$ cat config.mk
export PLATFORM = sky130hd
export DESIGN_NAME = hbfs_leaf_ram
export DESIGN_NICKNAME = d
export VERILOG_FILES = /design/src/hw/rtl/hbfs_pkg.sv /design/src/hw/rtl/hbfs_leaf_ram.sv
export SDC_FILE = /design/constraint.sdc
export NUM_CORES = 2
export LEC_CHECK = 0
export ABC_AREA = 1
export BUFFER_PORTS_ARGS = -buffer_cell sky130_fd_sc_hd__buf_2
export CAP_MARGIN = 25
export CORE_MARGIN = 5
export CORE_UTILIZATION = 50
export CTS_BUF_LIST = sky130_fd_sc_hd__clkbuf_4 sky130_fd_sc_hd__clkbuf_8 sky130_fd_sc_hd__clkbuf_16
export DETAILED_ROUTE_END_ITERATION = 16
export PLACE_DENSITY = 0.65
export RECOVER_POWER = 100
export SYNTH_ARGS = -nofsm -noshare
export SYNTH_HDL_FRONTEND = slang
export SYNTH_SLANG_ARGS = --single-unit
$ cat constraint.sdc
create_clock -name clk -period 11.1 [get_ports clk]
set_input_delay 1.11 -clock clk [delete_from_list [all_inputs] [get_ports clk]]
set_output_delay 1.11 -clock clk [all_outputs]
set_load 0.02 [all_outputs]
$ cat src/hw/rtl/hbfs_pkg.sv
// Shared types, constants and encoders for the hierarchical bitmap find-set unit.
// Depends on nothing; every other file imports it.
`timescale 1ns / 1ps

package hbfs_pkg;

  localparam int WORD_BITS  = 64;
  localparam int LEAF_COUNT = 64;
  localparam int BIT_W      = $clog2(WORD_BITS);
  localparam int WORD_W     = $clog2(LEAF_COUNT);
  localparam int POS_W      = WORD_W + BIT_W;

  typedef logic [WORD_BITS-1:0] word_t;
  typedef logic [WORD_W-1:0]    word_idx_t;
  typedef logic [BIT_W-1:0]     bit_idx_t;
  typedef logic [POS_W-1:0]     pos_t;
  typedef logic [1:0]           op_t;

  // Operation codes
  localparam op_t OP_SET   = 2'd0;
  localparam op_t OP_CLEAR = 2'd1;
  localparam op_t OP_NEXT  = 2'd2;
  localparam op_t OP_PREV  = 2'd3;

  // Index of the lowest set bit; 63 when the word is zero
  function automatic bit_idx_t lowest_one(input word_t v);
    bit_idx_t n;
    n = bit_idx_t'(WORD_BITS - 1);
    for (int i = WORD_BITS - 1; i >= 0; i--) begin
      if (v[i]) n = bit_idx_t'(i);
    end
    return n;
  endfunction

  // Index of the highest set bit; 0 when the word is zero
  function automatic bit_idx_t highest_one(input word_t v);
    bit_idx_t n;
    n = '0;
    for (int i = 0; i < WORD_BITS; i++) begin
      if (v[i]) n = bit_idx_t'(i);
    end
    return n;
  endfunction

endpackage

$ cat src/hw/rtl/hbfs_leaf_ram.sv
// Leaf word store: one write port and one read port with registered read data.
// Depends on hbfs_pkg for the word and index types.
`timescale 1ns / 1ps

module hbfs_leaf_ram (
  input  logic               clk,
  input  logic               rd_en,
  input  hbfs_pkg::word_idx_t rd_addr,
  output hbfs_pkg::word_t    rd_data,
  input  logic               wr_en,
  input  hbfs_pkg::word_idx_t wr_addr,
  input  hbfs_pkg::word_t    wr_data
);
  import hbfs_pkg::*;

  word_t mem [LEAF_COUNT];
  word_t rd_data_r;

  // Write back modified leaf words
  always_ff @(posedge clk) begin
    if (wr_en) mem[wr_addr] <= wr_data;
  end

  // Registered read: data shows in the cycle after rd_en and holds otherwise
  always_ff @(posedge clk) begin
    if (rd_en) rd_data_r <= mem[rd_addr];
  end

  assign rd_data = rd_data_r;

endmodule

# After elaboration in Yosys (flattened, before gate mapping)
# Memories as Yosys holds them, arrays and structs flattened. A register that Yosys moved wholly into a read port is not among the register bits.
# Index checks and enable logic that the tools add are counted.
# Widths: inputs -> output; s select.
[word_totals] out_inout_bits=64 word_cells=3 memories=1 input_bits=79 register_bits=0 ramBits=4096
[op_classes] mux=2
[mem_list] name="mem" depth=64 width=64 rd=1 rd_clocked_by_memory_dff=1 wr=1 line="hbfs_leaf_ram.sv:16" text="word_t mem [LEAF_COUNT];"
[ops] op="$mux 1" n=2

# Longest topological paths before layout
[depth] word_depth=2 mapped_depth=13 mapped_depth_nobuf=9

# Least setup slack after synthesis
# Ideal clock, no wire load.
[synth_timing] path_type="input -> register" start="in wr_en" end="mem mem[48][0] (netlist name), enable pin" t_required_ns=10.454 n_path_buf=1 arrival_time_ns=7.746 path_slack_ns=2.708 stages=3 cell_sequence="clkbuf_1 nand4_1 nor4_1"
[synth_via] elab_chain_cells=2
[synth_rtl] item="from (decl)" line="hbfs_leaf_ram.sv:10" text="input logic wr_en,"
[synth_rtl] item="$mux 1" line="hbfs_leaf_ram.sv:21" text="if (wr_en) mem[wr_addr] <= wr_data;"
[synth_rtl] item="$mux 1 (not written as such)" line="hbfs_leaf_ram.sv:21"
[synth_rtl] item="to (decl)" line="hbfs_leaf_ram.sv:16"
# Every way passes these cells.

# Worst setup path after layout
[layout_timing] start="in wr_addr[4]" end="mem mem[14][38] (netlist name), enable pin"
[layout_rtl] item="from (decl)" line="hbfs_leaf_ram.sv:11" text="input hbfs_pkg::word_idx_t wr_addr,"
# No word-level cell before the write port.

==> key figures <==
Power and ir drop
  • PwrDens: 181 nW/um^2
  • Worst IR Drop VDD: 0.155 mV
  • Leakage: 63.1 nW

Global routing
  • First-pass GRT wire length: 729000 microns
  • Number of global-route vias before repair: 101989
  • Gr usage total: 0.292
  • Largest net degree at the start of global routing: 230
  • Initial antenna violation count: 38
  • Remaining Overflow, GRT: 0

Placement
  • Buffers on Ports: 142
  • DP HPWL: 250000 microns
  • Inst Count DP: 17278
  • RePlAce Congestion: 0.793
  • Placement Cell Area: 170000 sq um

Timing
  • Crit share post-route: 0.776
  • Final setup viols: 0
  • TNS Setup: 0 ps
  • RSZ-0062 raised after global routing: no
  • Max Clock Freq: 116 MHz
  • Clk_skew: 67.2 ps
  • WHS: 429 ps
  • Slew Viols, Final: 8692
  • Max_slew headroom: -2.31
  • Worst Max-Slew Pin Slew: 4960 ps
  • Fin. Hold Viols: 0
  • Clock period minus worst slack: 8610 ps

Floorplanning
  • Initial Utilization: 0.502
  • Chip Height: 586 microns
  • DIE AREA: 344000 sq um
  • Row count: 211
  • Core area: 331000 sq um
  • Horiz. Die Dim: 586 microns
  • Number of I/O pins: 143

Clock network
  • Root Buffer: clkbuf_16
  • Clk slew on worst S/H paths: 60 ps
  • Post-CTS setup buffer count: 0
  • CTS Sinks: 4160
  • PostCTS Resize Cnt: 0
  • Deepest clock path buffer count: 4
  • Num CTS Buffers: 401
  • CTS tree: built
  • Clock Latency Late Sink: 940 ps
  • H-tree levels: 5
  • Hold-fix buffers, CTS: 0

Synth
  • Synthesized area per cell: 12.4 sq um
  • Cells after Synth: 13405
  • Cell taking the most area after synthesis: edfxtp_1
  • #FFs+latches synth: 4160
  • Synthesized netlist net count: 13484
  • Top cell type's share of synthesized area: 0.753
  • Top cells by area, synth: edfxtp_1 75%, nand3_1 12%, nand2_1 10%
  • Post-synthesis cell type count: 15
  • Synthesis Warnings: 0
  • Seq/Total Area, Yosys: 0.753
  • Area of the mapped netlist: 166000 sq um

Detailed routing
  • First-pass DRT Iterations: 6
  • Antenna Nets Post-Route: 0
  • Vias per Instance: 6.09
  • Drt drc: 0
  • Routed len/inst: 28.3 microns
  • Total vias in the final route: 109930
  • DRT iter0 DRCs: 15630
  • Routed wire length: 511000 microns

Final layout
  • Area occupied by multi-input gates: 36300 sq um
  • Fill count: 26904
  • Fin cells: 18063
  • Commonest non-fill, non-tap cell in the layout: nand2_1
  • Sequential Area: 125000 sq um
  • Area Growth Syn to Fin: 9.78%
  • Fin area: 182000 sq um
  • Most frequent cells in the layout: 4416 x nand2_1, 4160 x edfxtp_1, 3847 x nand3_1
  • Nets: 13433
  • Layout cell share with drive strength beyond 1: 0.0565

Outcome
  • Status: finished, violations left
  • Failing checks: capacitance limit, slew limit

Critical path
  • CP Data Required Time: 11530 ps
  • CP startpoint kind: input pin
  • R2R Path Start: mem[54][17]
  • Crit end category: flip-flop
  • Critical path origin: wr_addr[4]
  • Crit path max fanout: 28
  • Crit path kind: in2reg
  • Worst EP arrival: 9040 ps

Run
  • Maxcap violations: 237

Min path
  • Hold path start: wr_data[50]
  • Worst min-delay path category: in2reg
-- synthesized netlist by cell type --
library cell and number:
nand3_1 3847, nor4_1 8, inv_1 8, edfxtp_1 4160
inv_2 2, nor2_1 56, buf_1 72, nand2_1 4416
nand4_1 9, buf_6 40, clkbuf_1 147, buf_4 134
inv_4 2, buf_8 3, buf_2 501
-- routing by layer --
metal  GRT usage  wire (microns)  vias to the layer above  share of wire
met5           0              94                        -        0.00018
met4       0.115           23400                       16          0.046
met3      0.0614           58900                     1161           0.12
met2       0.452          233000                     6637           0.45
met1       0.408          196000                    54300           0.38
li1            -               -                    47816              -
-- state kept, by name, summed over array words and instances, names as in the netlist --
signal	count
mem	4096
rd_data	64
-- logic make-up (layout without fill, tap and decap cells) --
kind of cell           count (synthesis)  count (layout)  synth area share
buffers and inverters                909            1182            0.0294
DFF                                 4160            4160             0.753
other                                  0              19                 0
and+or+nand+nor                     8336            8336             0.218
-- final timing paths --
path                 endpoint  slack (ps)  depth (start not counted)
hold / removal    mem[11][50]         430                          1
setup / recovery  mem[14][38]        2490                          6
hold reg to reg   rd_data[37]         860                          8
setup reg to reg  rd_data[17]        9100                          8
-- final cells by class --
cell class                 count  share of cell area
tap                         4366              0.0300
clock inverter               233              0.0116
antenna                       19            0.000261
clock buffer                 494              0.0598
timing repair buffer         443              0.0128
sequential                  4160               0.686
inverter                      12            0.000577
multi-input combinational   8336               0.199
-- through the flow --
| step | util | setup slack [ps] | total power, mW |
|---|---|---|---|
| 2_1_floorplan | - | 2710 | 18.9 |
| 3_3_place_gp | 0.514 | 4990 | 19.6 |
| 3_5_place_dp | 0.515 | 4990 | 19.6 |
| 4_1_cts | 0.554 | 5910 | 33.0 |
| 5_1_grt | 0.551 | 2760 | 33.9 |
| 6_report | 0.551 | 2490 | 33.0 |
-- power breakdown --
group	internal [mW]	total (mW)	switching, mW
Sequential	17.5	17.5	0.0501
Combinational	0.432	1.84	1.41
Clock	7.85	13.6	5.79
-- worst max-delay path, cell delays in order --
cell and delay [ps]:
clkbuf_1 140, inv_1 130, nand3_1 310, nor2_1 2000, clkbuf_1 3080, clkbuf_1 2110
Power figures use the tool's default switching activity.
